File: src/assert_macros.svh
// ----------------------------------------------------------------------------
// assert_macros.svh
// Assertion shorthands shared by the range marker table modules.
// ----------------------------------------------------------------------------
`ifndef ASSERT_MACROS_SVH
`define ASSERT_MACROS_SVH

// Same-cycle implication, disabled while reset is asserted.
`define RMT_ASSERT_IMP(lbl, clk, rst_n, ante, cons, msg) \
    lbl: assert property (@(posedge clk) disable iff (!rst_n) (ante) |-> (cons)) \
        else $error(msg);

// Next-cycle implication, disabled while reset is asserted.
`define RMT_ASSERT_NXT(lbl, clk, rst_n, ante, cons, msg) \
    lbl: assert property (@(posedge clk) disable iff (!rst_n) (ante) |=> (cons)) \
        else $error(msg);

`endif

File: src/rmt_pkg.sv
// ----------------------------------------------------------------------------
// rmt_pkg
// Shared types and constants for the range marker table.
// ----------------------------------------------------------------------------
package rmt_pkg;

    localparam int OP_W    = 3;
    localparam int IDX_W   = 7;
    localparam int FIELD_W = 32;

    localparam logic STATUS_OK   = 1'b0;
    localparam logic STATUS_FAIL = 1'b1;

    typedef enum logic [OP_W-1:0] {
        OP_APPEND = 3'd0,
        OP_KILL   = 3'd1,
        OP_SEARCH = 3'd2,
        OP_INSERT = 3'd3,
        OP_DELETE = 3'd4
    } t_op;

    typedef enum logic [1:0] {
        ST_IDLE,
        ST_RUN,
        ST_DONE
    } t_state;

    // Per-entry findings reported by the edit unit as an entry leaves it.
    typedef struct packed {
        logic valid;      // a real table entry, not a pipeline filler slot
        logic live;       // entry in use with a nonzero start after the edit
        logic match;      // entry in use equal to the searched range
        logic kill_dead;  // entry is the kill target and was already dead
    } t_scan;

endpackage

File: src/rmt_cell.sv
// ----------------------------------------------------------------------------
// rmt_cell
// One table slot: holds a (start, length) pair and takes its neighbor's
// pair on every shift.
// ----------------------------------------------------------------------------
module rmt_cell #(
    parameter int POSITION_BITS = 32
) (
    input  logic                     i_clk,
    input  logic                     i_shift,
    input  logic [POSITION_BITS-1:0] i_start,
    input  logic [POSITION_BITS-1:0] i_length,
    output logic [POSITION_BITS-1:0] o_start,
    output logic [POSITION_BITS-1:0] o_length
);

    logic [POSITION_BITS-1:0] r_start;
    logic [POSITION_BITS-1:0] r_length;

    always_ff @(posedge i_clk) begin
        if (i_shift) begin
            r_start  <= i_start;
            r_length <= i_length;
        end
    end

    assign o_start  = r_start;
    assign o_length = r_length;

endmodule

File: src/rmt_edit.sv
// ----------------------------------------------------------------------------
// rmt_edit
// Two-stage edit unit at the head of the cell ring: applies append, kill,
// insert and delete to the entry passing through and reports what it saw.
// ----------------------------------------------------------------------------
module rmt_edit
    import rmt_pkg::*;
#(
    parameter int TABLE_DEPTH   = 64,
    parameter int POSITION_BITS = 32
) (
    input  logic                                  i_clk,
    input  logic                                  i_rst_n,
    input  logic                                  i_shift,
    input  logic                                  i_load_valid,
    input  logic [((TABLE_DEPTH > 1) ? $clog2(TABLE_DEPTH) : 1)-1:0] i_tag,
    input  t_op                                   i_op,
    input  logic [$clog2(TABLE_DEPTH+1)-1:0]      i_used,
    input  logic                                  i_kill_ok,
    input  logic [((TABLE_DEPTH > 1) ? $clog2(TABLE_DEPTH) : 1)-1:0] i_kill_tag,
    input  logic [POSITION_BITS-1:0]              i_at,
    input  logic [POSITION_BITS-1:0]              i_amt,
    input  logic [POSITION_BITS-1:0]              i_start,
    input  logic [POSITION_BITS-1:0]              i_length,
    output logic [POSITION_BITS-1:0]              o_start,
    output logic [POSITION_BITS-1:0]              o_length,
    output t_scan                                 o_scan,
    output logic [((TABLE_DEPTH > 1) ? $clog2(TABLE_DEPTH) : 1)-1:0] o_tag
);

    `include "assert_macros.svh"

    localparam int UW = $clog2(TABLE_DEPTH + 1);
    localparam int TW = (TABLE_DEPTH > 1) ? $clog2(TABLE_DEPTH) : 1;
    localparam int PW = POSITION_BITS;

    // stage A: first compares and adds
    logic          w_act;
    logic          w_alive;
    logic [PW-1:0] w_s1;
    logic [PW-1:0] w_gap;
    logic [PW-1:0] w_end_m1;

    logic          r_a_valid;
    logic [TW-1:0] r_a_tag;
    logic          r_a_act;
    logic          r_a_alive;
    logic [PW-1:0] r_a_start;
    logic [PW-1:0] r_a_length;
    logic [PW-1:0] r_a_s1;
    logic [PW-1:0] r_a_gap;
    logic          r_a_le;
    logic          r_a_mid;

    // stage B: finish the edit
    logic [PW-1:0] n_start;
    logic [PW-1:0] n_length;
    logic [PW-1:0] w_s1_end_m1;
    logic [PW-1:0] w_tail;
    logic [PW:0]   w_gap_len;

    logic          r_b_valid;
    logic [PW-1:0] r_b_start;
    logic [PW-1:0] r_b_length;

    assign w_act    = UW'(i_tag) < i_used;
    assign w_alive  = (i_start != '0) && (i_length != '0);
    assign w_s1     = (i_at < i_start) ? (i_start + i_amt) : i_start;
    assign w_gap    = i_start - i_at;
    assign w_end_m1 = i_start + i_length - PW'(1);

    always_ff @(posedge i_clk) begin
        if (!i_rst_n) begin
            r_a_valid <= 1'b0;
            r_b_valid <= 1'b0;
        end else if (i_shift) begin
            r_a_valid <= i_load_valid;
            r_b_valid <= r_a_valid;
        end
    end

    always_ff @(posedge i_clk) begin
        if (i_shift) begin
            r_a_tag    <= i_tag;
            r_a_act    <= w_act;
            r_a_alive  <= w_alive;
            r_a_start  <= i_start;
            r_a_length <= i_length;
            r_a_s1     <= w_s1;
            r_a_gap    <= w_gap;
            r_a_le     <= i_at <= i_start;
            r_a_mid    <= i_at < w_end_m1;
            r_b_start  <= n_start;
            r_b_length <= n_length;
        end
    end

    assign w_s1_end_m1 = r_a_s1 + r_a_length - PW'(1);
    // bytes from the delete point to the entry end: l - (at - s)
    assign w_tail      = r_a_length + r_a_gap;
    assign w_gap_len   = {1'b0, r_a_gap} + {1'b0, r_a_length};

    always_comb begin
        n_start  = r_a_start;
        n_length = r_a_length;
        case (i_op)
            OP_APPEND: begin
                if (UW'(r_a_tag) == i_used) begin
                    n_start  = i_at;
                    n_length = i_amt;
                end
            end
            OP_KILL: begin
                if (i_kill_ok && (r_a_tag == i_kill_tag)) begin
                    n_start = '0;
                end
            end
            OP_INSERT: begin
                if (r_a_act && r_a_alive) begin
                    n_start = r_a_s1;
                    if ((i_at >= r_a_s1) && (i_at < w_s1_end_m1)) begin
                        n_length = r_a_length + i_amt;
                    end
                end
            end
            OP_DELETE: begin
                if (r_a_act && r_a_alive) begin
                    priority if (r_a_le) begin
                        priority if (r_a_gap >= i_amt) begin
                            n_start = r_a_start - i_amt;
                        end else if ({1'b0, i_amt} >= w_gap_len) begin
                            n_start = '0;
                        end else begin
                            // delete eats the head: entry now begins at the cut
                            n_start  = i_at;
                            n_length = r_a_length + r_a_gap - i_amt;
                        end
                    end else if (r_a_mid) begin
                        if (i_amt >= w_tail) begin
                            n_length = PW'(0) - r_a_gap;
                        end else begin
                            n_length = r_a_length - i_amt;
                        end
                    end else begin
                        n_length = r_a_length;
                    end
                end
            end
            default: begin
                n_start  = r_a_start;
                n_length = r_a_length;
            end
        endcase
    end

    always_comb begin
        o_scan.valid     = r_a_valid;
        o_scan.live      = r_a_act && (n_start != '0);
        o_scan.match     = r_a_act && (r_a_start == i_at) && (r_a_length == i_amt);
        o_scan.kill_dead = i_kill_ok && (r_a_tag == i_kill_tag) && (r_a_start == '0);
    end

    assign o_tag    = r_a_tag;
    assign o_start  = r_b_start;
    assign o_length = r_b_length;

    `RMT_ASSERT_NXT(a_stage_b_follows, i_clk, i_rst_n, i_shift && r_a_valid, r_b_valid,
        "edit stage B lost a table entry")

endmodule

File: src/range_marker_table.sv
// ----------------------------------------------------------------------------
// range_marker_table
// Table of (start, length) byte ranges with append, kill, search and
// insert/delete repair, built as a rotating ring of cells.
// ----------------------------------------------------------------------------
// The table lives in a ring of TABLE_DEPTH cells closed through a two-stage
// edit unit. Every request rotates the whole ring once, through every cell
// and both edit stages, so each entry passes the edit unit exactly once in
// index order and all entries end where they started. Append writes slot
// used_count, kill clears the numbered start and then trims dead entries off
// the tail, search reports the first matching slot, and insert/delete shift
// or resize every live slot. An accepted request runs the ring rotation, then
// waits in the done state until its result can be posted; only then does the
// block take the next request. The result sits in an output register, so
// the next request is accepted while an earlier result still waits. Request
// channel: i_in_valid/o_in_ready; result channel: o_out_valid/i_out_ready.
// Slot contents are undefined until appended; only slots below the used
// count are ever consulted.
// ----------------------------------------------------------------------------
module range_marker_table
    import rmt_pkg::*;
#(
    parameter int TABLE_DEPTH   = 64,
    parameter int POSITION_BITS = 32
) (
    input  logic               i_clk,
    input  logic               i_rst_n,
    input  logic               i_in_valid,
    output logic               o_in_ready,
    input  logic [OP_W-1:0]    i_operation,
    input  logic [IDX_W-1:0]   i_entry_index,
    input  logic [FIELD_W-1:0] i_position,
    input  logic [FIELD_W-1:0] i_length,
    output logic               o_out_valid,
    input  logic               i_out_ready,
    output logic               o_status,
    output logic [IDX_W-1:0]   o_found_index,
    output logic [IDX_W-1:0]   o_used_entries
);

    `include "assert_macros.svh"

    localparam int UW         = $clog2(TABLE_DEPTH + 1);
    localparam int TW         = (TABLE_DEPTH > 1) ? $clog2(TABLE_DEPTH) : 1;
    localparam int RING_STEPS = TABLE_DEPTH + 2;
    localparam int SW         = $clog2(RING_STEPS);
    localparam int CW         = (UW > IDX_W) ? UW : IDX_W;
    localparam int PW         = POSITION_BITS;

    // control
    t_state        r_state;
    t_state        n_state;
    logic [SW-1:0] r_step;
    logic          w_shift;
    logic          w_last;
    logic          w_accept;
    logic          w_post;

    // latched request
    t_op           r_op;
    logic          r_kill_ok;
    logic [TW-1:0] r_kill_tag;
    logic [PW-1:0] r_at;
    logic [PW-1:0] r_amt;

    // table bookkeeping and scan accumulators
    logic [UW-1:0] r_used;
    logic [UW-1:0] n_used;
    logic [UW-1:0] r_found;
    logic          r_hit;
    logic [UW-1:0] r_last_live;
    logic          r_kill_dead;
    logic          n_status;
    logic [UW-1:0] n_found;

    // result register
    logic             r_out_valid;
    logic             r_status;
    logic [IDX_W-1:0] r_found_index;
    logic [IDX_W-1:0] r_used_entries;

    // ring
    logic [PW-1:0] w_cell_start  [TABLE_DEPTH];
    logic [PW-1:0] w_cell_length [TABLE_DEPTH];
    logic [PW-1:0] w_edit_start;
    logic [PW-1:0] w_edit_length;
    t_scan         w_scan;
    logic [TW-1:0] w_scan_tag;

    assign w_accept = i_in_valid && o_in_ready;
    assign w_shift  = (r_state == ST_RUN);
    assign w_last   = (r_step == SW'(RING_STEPS - 1));
    assign w_post   = (r_state == ST_DONE) && (!r_out_valid || i_out_ready);

    // ---------------------------------------------------------------- FSM --
    always_ff @(posedge i_clk) begin
        if (!i_rst_n) begin
            r_state <= ST_IDLE;
        end else begin
            r_state <= n_state;
        end
    end

    always_comb begin
        n_state    = r_state;
        o_in_ready = 1'b0;
        unique case (r_state)
            ST_IDLE: begin
                o_in_ready = 1'b1;
                if (i_in_valid) begin
                    n_state = ST_RUN;
                end
            end
            ST_RUN: begin
                // rotate until every slot is back home
                if (w_last) begin
                    n_state = ST_DONE;
                end
            end
            ST_DONE: begin
                // hold the verdict until the result register frees up
                if (w_post) begin
                    n_state = ST_IDLE;
                end
            end
            default: begin
                n_state = ST_IDLE;
            end
        endcase
    end

    // ----------------------------------------------------- request latch --
    always_ff @(posedge i_clk) begin
        if (w_accept) begin
            r_op       <= t_op'(i_operation);
            r_at       <= PW'(i_position);
            r_amt      <= PW'(i_length);
            // kill number must land on a slot in use; out of range fails early
            r_kill_ok  <= (i_entry_index != '0) && (CW'(i_entry_index) <= CW'(r_used));
            r_kill_tag <= TW'(CW'(i_entry_index) - CW'(1));
        end
    end

    // -------------------------------------------- step count and scanning --
    always_ff @(posedge i_clk) begin
        if (!i_rst_n) begin
            r_step      <= '0;
            r_hit       <= 1'b0;
            r_found     <= '0;
            r_last_live <= '0;
            r_kill_dead <= 1'b0;
        end else if (w_accept) begin
            r_step      <= '0;
            r_hit       <= 1'b0;
            r_found     <= '0;
            r_last_live <= '0;
            r_kill_dead <= 1'b0;
        end else if (w_shift) begin
            r_step <= r_step + SW'(1);
            if (w_scan.valid) begin
                // slots come by in index order, so the last live one wins
                if (w_scan.live) begin
                    r_last_live <= UW'(w_scan_tag) + UW'(1);
                end
                // keep only the first match
                if (w_scan.match && !r_hit) begin
                    r_hit   <= 1'b1;
                    r_found <= UW'(w_scan_tag) + UW'(1);
                end
                if (w_scan.kill_dead) begin
                    r_kill_dead <= 1'b1;
                end
            end
        end
    end

    // ------------------------------------------------------------ verdict --
    always_comb begin
        n_status = STATUS_OK;
        n_found  = '0;
        n_used   = r_used;
        case (r_op)
            OP_APPEND: begin
                if (r_used == UW'(TABLE_DEPTH)) begin
                    n_status = STATUS_FAIL;
                end else begin
                    n_used = r_used + UW'(1);
                end
            end
            OP_KILL: begin
                if (!r_kill_ok || r_kill_dead) begin
                    n_status = STATUS_FAIL;
                end else begin
                    // drop dead slots off the tail
                    n_used = r_last_live;
                end
            end
            OP_SEARCH: begin
                n_found = r_found;
            end
            OP_INSERT, OP_DELETE: begin
                n_status = STATUS_OK;
            end
            default: begin
                n_status = STATUS_FAIL;
            end
        endcase
    end

    always_ff @(posedge i_clk) begin
        if (!i_rst_n) begin
            r_used      <= '0;
            r_out_valid <= 1'b0;
        end else if (w_post) begin
            r_used      <= n_used;
            r_out_valid <= 1'b1;
        end else if (i_out_ready) begin
            r_out_valid <= 1'b0;
        end
    end

    always_ff @(posedge i_clk) begin
        if (w_post) begin
            r_status       <= n_status;
            r_found_index  <= IDX_W'(n_found);
            r_used_entries <= IDX_W'(n_used);
        end
    end

    assign o_out_valid    = r_out_valid;
    assign o_status       = r_status;
    assign o_found_index  = r_found_index;
    assign o_used_entries = r_used_entries;

    // --------------------------------------------------------------- ring --
    rmt_edit #(
        .TABLE_DEPTH   (TABLE_DEPTH),
        .POSITION_BITS (POSITION_BITS)
    ) u_edit (
        .i_clk        (i_clk),
        .i_rst_n      (i_rst_n),
        .i_shift      (w_shift),
        .i_load_valid (r_step < SW'(TABLE_DEPTH)),
        .i_tag        (TW'(r_step)),
        .i_op         (r_op),
        .i_used       (r_used),
        .i_kill_ok    (r_kill_ok),
        .i_kill_tag   (r_kill_tag),
        .i_at         (r_at),
        .i_amt        (r_amt),
        .i_start      (w_cell_start[0]),
        .i_length     (w_cell_length[0]),
        .o_start      (w_edit_start),
        .o_length     (w_edit_length),
        .o_scan       (w_scan),
        .o_tag        (w_scan_tag)
    );

    for (genvar g = 0; g < TABLE_DEPTH; g++) begin : g_cell
        logic [PW-1:0] w_next_start;
        logic [PW-1:0] w_next_length;

        if (g == TABLE_DEPTH - 1) begin : g_tail
            assign w_next_start  = w_edit_start;
            assign w_next_length = w_edit_length;
        end else begin : g_body
            assign w_next_start  = w_cell_start[g+1];
            assign w_next_length = w_cell_length[g+1];
        end

        rmt_cell #(
            .POSITION_BITS (POSITION_BITS)
        ) u_cell (
            .i_clk    (i_clk),
            .i_shift  (w_shift),
            .i_start  (w_next_start),
            .i_length (w_next_length),
            .o_start  (w_cell_start[g]),
            .o_length (w_cell_length[g])
        );
    end

    // --------------------------------------------------------- assertions --
    `RMT_ASSERT_IMP(a_used_bound, i_clk, i_rst_n, 1'b1, r_used <= UW'(TABLE_DEPTH),
        "used count exceeds table depth")
    `RMT_ASSERT_NXT(a_pass_ends, i_clk, i_rst_n, (r_state == ST_RUN) && w_last,
        r_state == ST_DONE, "ring pass did not end in the done state")
    `RMT_ASSERT_IMP(a_result_after_pass, i_clk, i_rst_n, $rose(o_out_valid),
        $past(r_state == ST_DONE), "result posted without a finished pass")

endmodule

File: config.mk
export PLATFORM = sky130hd
export DESIGN_NAME = range_marker_table
export DESIGN_NICKNAME = d
export VERILOG_FILES = /design/src/rmt_pkg.sv /design/src/rmt_cell.sv /design/src/rmt_edit.sv /design/src/range_marker_table.sv
export VERILOG_INCLUDE_DIRS = /design/src /design/src/src
export SDC_FILE = /design/constraint.sdc
export NUM_CORES = 2
export LEC_CHECK = 0
export ABC_AREA = 1
export BUFFER_PORTS_ARGS = -buffer_cell sky130_fd_sc_hd__buf_4
export CAP_MARGIN = 20
export CORE_ASPECT_RATIO = 2
export CORE_UTILIZATION = 35
export CTS_BUF_LIST = sky130_fd_sc_hd__clkbuf_16
export DETAILED_ROUTE_END_ITERATION = 7
export HOLD_SLACK_MARGIN = 0.12
export PLACE_DENSITY = 0.47
export SYNTH_ARGS = -nofsm -noshare
export SYNTH_HDL_FRONTEND = slang
export SYNTH_SLANG_ARGS = --single-unit
File: constraint.sdc
create_clock -name i_clk -period 292.1 [get_ports i_clk]
set_clock_uncertainty 0.15 [all_clocks]
set_input_delay 0 -clock i_clk [delete_from_list [all_inputs] [get_ports i_clk]]
set_output_delay 0 -clock i_clk [all_outputs]
set_load 0.05 [all_outputs]
Yosys cells after proc, flatten, opt, wreduce, memory -nomap -nowiden
Index checks and enable logic that the tools add are counted.
Storage, ports and cells
  memory bits (read-only): 0
  latch bits: 0
  flip-flop bits (word level): 4421
  memory bits (writable): 0
  logic and storage cells: 263
  output and inout bits: 17
  bits of input ports: 78
  memories kept: 0
Cells by class
  shift-type cells: 0
  bitwise gates (word level): 1
  $lt $le $gt $ge: 11
  multiply operators: 0
  $add $sub $neg: 17
  equal/unequal tests: 15
  reductions and logical operators: 31
  div/mod/pow operators: 0
  mux-type cells: 32
Operator list (count)
  32-bit 2-to-1 mux: 17
  32-bit adder: 5
  32-bit case mux with 4 select lines: 1
  32-bit subtractor: 4
  32-bit >= comparator: 3
  32-bit < comparator: 3
  32-bit case mux with 3 select lines: 1
  32-bit nonzero test: 3
  32-bit equality test: 2
  32-bit by 1-bit subtractor with 32-bit output, second input constant: 2
  32-bit by 32-bit adder with 33-bit output: 1
  32-bit by 33-bit >= comparator with 1-bit output: 1
  32-bit <= comparator: 1
  32-bit logical NOT: 1
  1-bit by 32-bit subtractor with 32-bit output, first input constant: 1
  7-bit by 1-bit adder with 7-bit output, second input constant: 2
  7-bit equality test, second input constant: 2
  7-bit 2-to-1 mux: 2
  7-bit case mux with 2 select lines: 1
  1-bit logical AND: 12
  3-bit AND reduction: 4
  6-bit by 1-bit adder with 7-bit output, second input constant: 1
  6-bit by 7-bit equality test with 1-bit output: 1
  7-bit <= comparator: 1
  other kinds (23): 35

Depth between registers and ports, before layout
  depth after elaboration: 10
  depth in mapped cells: 43
  mapped depth without buffers: 42

By module
From an unflattened synthesis, not the netlist that was laid out.
Second synthesis, totals
  cells, all modules: 9230
  area total of the unflattened synthesis: 159972.2 um^2
By module, submodules not included
  rmt_cell: area an instance 1921.8 um^2, times used 64, sequential area each 1921.8 um^2, cells an instance 64
  rmt_edit: area an instance 32202.1 um^2, times used 1, sequential area each 6085.8 um^2, cells an instance 4728
  range_marker_table: area an instance 4772.1 um^2, times used 1, sequential area each 3333.2 um^2, cells an instance 406

Worst setup path after synthesis
Ideal clock, no wire load.
  kind: reg-to-reg
  from: reg r_state[0]
  to: reg r_step[5]
  period minus slack after synthesis: 213.055 ns
  slack: 79.045 ns
  stages on the path, launching flop included: 8
  setup time: 0.132 ns
  data arrival time: 212.773 ns
  path buffers: 0
  data required time: 291.818 ns
  path through: dfxtp_1 > inv_1 > nor2_1 > inv_1 > nor4_1 > nand2_1 > nor3b_1 > nor3_1
On the way
  word-level cells in the longest chain between the ends: 4
  elaborated cells between the ends (all ways): 5
  classes of those cells: 1 x eq/ne; 1 x mux; 3 x reduce/logical
Ends and longest elaborated chain
  from (decl): RTL line range_marker_table.sv:51  | t_state r_state;
  from (signal assigned): RTL line range_marker_table.sv:100  | r_state <= n_state;
  2-bit logical NOT: RTL line range_marker_table.sv:107  | unique case (r_state)
  1-bit 2-to-1 mux: RTL line range_marker_table.sv:107
  1-bit logical AND: RTL line range_marker_table.sv:90  | assign w_accept = i_in_valid && o_in_ready;
  2-bit OR reduction (no source line)
  to (signal assigned): RTL line range_marker_table.sv:159  | r_step <= r_step + SW'(1);
  to (decl): RTL line range_marker_table.sv:53  | logic [SW-1:0] r_step;
Several ways; a longest one is shown, not always the timed one.
A chain may end at the register's enable or synchronous reset.

Worst setup path after layout
  from: reg u_edit.r_a_length[1]
  to: reg u_edit.r_b_length[26] (netlist: u_edit.o_length[26]), data pin
On the way
  word-level cells in the longest chain between the ends: 7
  elaborated cells between the ends (all ways): 20
  classes of those cells: 7 x add/sub; 3 x order compare; 9 x mux; 1 x reduce/logical
Ends and longest elaborated chain
  from (decl): RTL line rmt_edit.sv:49  | logic [PW-1:0] r_a_length;
  from (signal assigned): RTL line rmt_edit.sv:88  | r_a_length <= i_length;
  32-bit adder (tied with other cells): RTL line rmt_edit.sv:98  | assign w_s1_end_m1 = r_a_s1 + r_a_length - PW'(1);
  32-bit by 1-bit subtractor with 32-bit output (tied with other cells): RTL line rmt_edit.sv:98
  32-bit < comparator (tied with other cells): RTL line rmt_edit.sv:121  | if ((i_at >= r_a_s1) && (i_at < w_s1_end_m1)) begin
  1-bit logical AND (tied with other cells): RTL line rmt_edit.sv:121
  32-bit 2-to-1 mux, on equally long branches: RTL line rmt_edit.sv:121, rmt_edit.sv:128
  32-bit 2-to-1 mux, on equally long branches: RTL line rmt_edit.sv:119, rmt_edit.sv:127
  32-bit case mux with 3 select lines (*): RTL line rmt_edit.sv:106  | case (i_op)
  via u_edit.n_length[26]: RTL line rmt_edit.sv:57  | logic [PW-1:0] n_length;
  to (signal assigned): RTL line rmt_edit.sv:94  | r_b_length <= n_length;
  to (decl): RTL line rmt_edit.sv:64  | logic [PW-1:0] r_b_length;
Mark *: on every way through the listed nets, which the timed path passes. The rest lies on a longest branch.

==> results.tsv <==
metric	value	unit
status	completed	
Adder-Cell Fraction of Synth Area	4.192	%
Worst Tran Pin Value	1.349	ns
Main synth FF type	edfxtp_1	
Max Root-Sink Buffers	4	
XOR/XNOR Fraction of Synth Area	1.574	%
slowest CP cell	nand2_1	
row count	350	
Max-Cap Viols	0	
worst slack, placed	283.36	ns
crit path capture type	register	
Startpoint Class	register	
Post-Syn Area	159200	µm²
Unique masters post-synth	63	
Finished Core Util	40.25	%
Final WS setup	283.32	ns
Fillers	40650	
Max Slew Vio Count	0	
EDFF count, synth	4387	
post-layout minimum cycle time	8.785	ns
post-CTS sizing	0	
most common cell in the netlist	edfxtp_1	
initial antenna violation count	24	
Num CTS Buffers	385	
synthesis-to-layout area growth	14.59	%
Die H	955.8	µm
top post-synthesis cells by area	edfxtp_1 (83%), ha_1 (4.1%), nand2_1 (2.0%), a21oi_1 (2.0%), inv_1 (1.9%)	
post-synth top area cell	edfxtp_1	
register bit total from synthesis	4421	
layout cell share with drive strength beyond 1	8.476	%
Worst Hold Class	in -> reg	
Critical Path AT	9.33	ns
Synth Area in Compound Gates	4.739	%
via count	76230	
largest family of logic cells by synthesized area	compound AO/OA/AOI/OAI gates	
syn nets	9638	
vias in the first global route	79930	
Placer Congestion	0.9386	
DR iter-0 viols	5938	
fmax	113.8	MHz
Worst IR Drop VDD	5.554	µV
Die ar.	457700	µm²
TritonCTS clock tree	yes	
core area	453200	µm²
largest net degree at the start of global routing	216	
DRC Markers	0	
nets	10300	
simple-gate share of the synthesized area	4.104	%
Critical path origin	u_edit.r_a_length[1]$_DFFE_PP_	
Area after DPL	167900	µm²
clk slew on worst S/H paths	0.08	ns
CP max FO	23	
period utilization	3.008	%
crit path kind	reg -> reg	
Die X	478.9	µm
largest stage delay on the critical path	0.74	ns
Synth Instances	9032	
H-tree lvl count	5	
GR Util All Layers	17.22	%
wire length per cell	24.68	µm
FFs w/ async S/R, synth	0	%
CP Capture Point	u_edit.o_length[26]$_DFFE_PP_	
r2r setup slk	283.32	ns
Worst-Skew Late Latency	0.97	ns
clk sinks	4421	
crit-path most repeated cell	nand2_1	
setup tns final	0	ns
routed wire length	394800	µm
r2r worst-path depth	31	
Reg2Reg Capture Point	u_edit.o_length[26]$_DFFE_PP_	
RSZ-0062 raised after global routing	false	
final setup violation count	0	
Clock Tree Root	clkbuf_16	
Mapped Avg Cell Area	17.63	µm²
count of final hold-check violations	0	
Final Cell Area	182400	µm²
Power Density	7.556	nW/µm²
Slew HR	9.235	%
first-pass GRT wire length	569900	µm
grt total ovfl	0	
post-detailed-route count of antenna-violating nets	0	
multiplexer area fraction after synthesis	0	%
sequential share of the synthesized area	83.18	%
Yosys top cell area share	82.75	%
leakage	59.95	nW
Via density	4.766	
initial core utilization	35.12	%
Ys Warns	0	
Pre-Repair DR Iteration Count	6	
HPWL Detailed	268000	µm
port bufs	94	
top post-synthesis cells by count	edfxtp_1 (4387), nand2_1 (848), inv_1 (792)	
# IOs	95	
Worst R2R Start	u_edit.r_a_length[1]$_DFFE_PP_	
Required @ worst endpoint	292.64	ns
==> state kept, by name, indices dropped and copies added, names as in the netlist, 2 cells and up <==
register / cells
r_found: 7
r_step: 7
u_edit.o_length: 32
u_edit.o_tag: 6
u_edit.r_a_length: 32
g_cell.u_cell.o_start: 2048
r_used: 7
r_kill_tag: 6
u_edit.o_start: 32
r_at: 32
u_edit.r_a_start: 32
r_amt: 32
u_edit.r_a_gap: 32
g_cell.u_cell.o_length: 2048
u_edit.r_a_s1: 32
o_found_index: 7
r_last_live: 7
r_op: 3
o_used_entries: 7
r_state: 2
==> worst max-delay path: cells and delay by family (launching register included) <==
family	cells	cell delay (ns)
buf+inv	5	1.12
fa+ha+maj	4	1.26
compound gates	11	2.80
xor+xnor	1	0.09
flops	1	0.61
simple gates	10	2.37
==> timing repair <==
item                                   in CTS  in global routing
hold buffers                              187                  0
endpoints found under the hold margin     190                  0
setup buffers                               0                  0
==> power by group <==
part / internal [mW] / leakage, nW / switching, mW / total, mW
clock network: 0.276 / 6.35 / 0.236 / 0.512
registers: 0.747 / 37.7 / 0.0140 / 0.761
logic: 0.0258 / 15.9 / 0.0802 / 0.106
==> metal layers <==
metal | track usage (%) | vias up | part of all wire (%)
li1 | - | 34980 | -
met5 | 0 | - | 0.0033
met3 | 2.153 | 791 | 3.3
met1 | 19.80 | 38790 | 38
met2 | 30.31 | 1664 | 51
met4 | 10.81 | 2 | 7.1
==> cells in the final DEF (no fill, tap or decap), types with 13 or more instances in the layout <==
cell type	instances
edfxtp_1	4387
inv_1	851
nand2_1	845
a21oi_1	622
ha_1	519
clkbuf_16	386
o21ai_0	369
nor2_1	300
xor2_1	203
buf_4	198
dlygate4sd3_1	187
nand3_1	148
nand4_1	86
xnor2_1	83
clkinv_1	79
o211ai_1	75
clkinv_2	71
nor3_1	54
a31oi_1	47
a211oi_1	39
bufinv_16	36
dfxtp_1	34
nor4_1	33
o21ai_1	24
a21o_1	22
o21a_1	22
o22ai_1	21
clkinvlp_4	19
o21bai_1	18
a21boi_0	14
clkinv_16	14
nand3b_1	13
==> cell families (layout without fill, tap and decap cells) <==
| logic type | count (synthesis) | count (layout) |
|---|---|---|
| XOR/XNOR | 286 | 286 |
| flip-flops | 4421 | 4421 |
| AND/OR/NAND/NOR | 1534 | 1534 |
| AO/OA/AOI/OAI | 1340 | 1340 |
| buffers and inverters | 923 | 1896 |
| other | 0 | 6 |
| adder cells (fa/ha/maj) | 528 | 528 |
==> cell type report <==
type	count	area, µm²	share of cell area, %
Clock buffer	386	9659	5.295
Clock inverter	313	2900	1.590
Multi-Input combinational cell	3688	23330	12.79
Tap cell	5984	7487	4.104
Timing Repair Buffer	401	3623	1.986
Antenna cell	6	15.01	0.008231
Sequential cell	4421	132400	72.59
Inverter	796	2992	1.640
==> stage by stage <==
| stage | power (mW) | cells | hold WS (ns) |
|---|---|---|---|
| 6_report | 1.378 | 16000 | 0.1624 |
| 5_1_grt | 1.434 | 15990 | 0.1521 |
| 3_3_place_gp | 0.8797 | 15090 | 0.03066 |
| 3_5_place_dp | 0.8803 | 15100 | 0.03012 |
| 4_1_cts | 1.404 | 15990 | 0.1216 |
| 2_1_floorplan | 1.216 | 9032 | -0.05113 |
==> worst min path at each step <==
stage                  start                   to  slack [ns]  depth (start not counted)
2_1_floorplan    i_length[0]   r_amt[0]$_DFFE_PP_       -0.05                          0
5_1_grt        i_position[2]    r_at[2]$_DFFE_PP_        0.15                          3
3_5_place_dp   i_position[6]    r_at[6]$_DFFE_PP_        0.03                          1
4_1_cts         i_length[16]  r_amt[16]$_DFFE_PP_        0.12                          3
6_report          i_in_valid  r_amt[14]$_DFFE_PP_        0.16                          4
3_3_place_gp     i_length[6]   r_amt[6]$_DFFE_PP_        0.03                          1
Note: power is estimated with default switching activity, not from simulation.
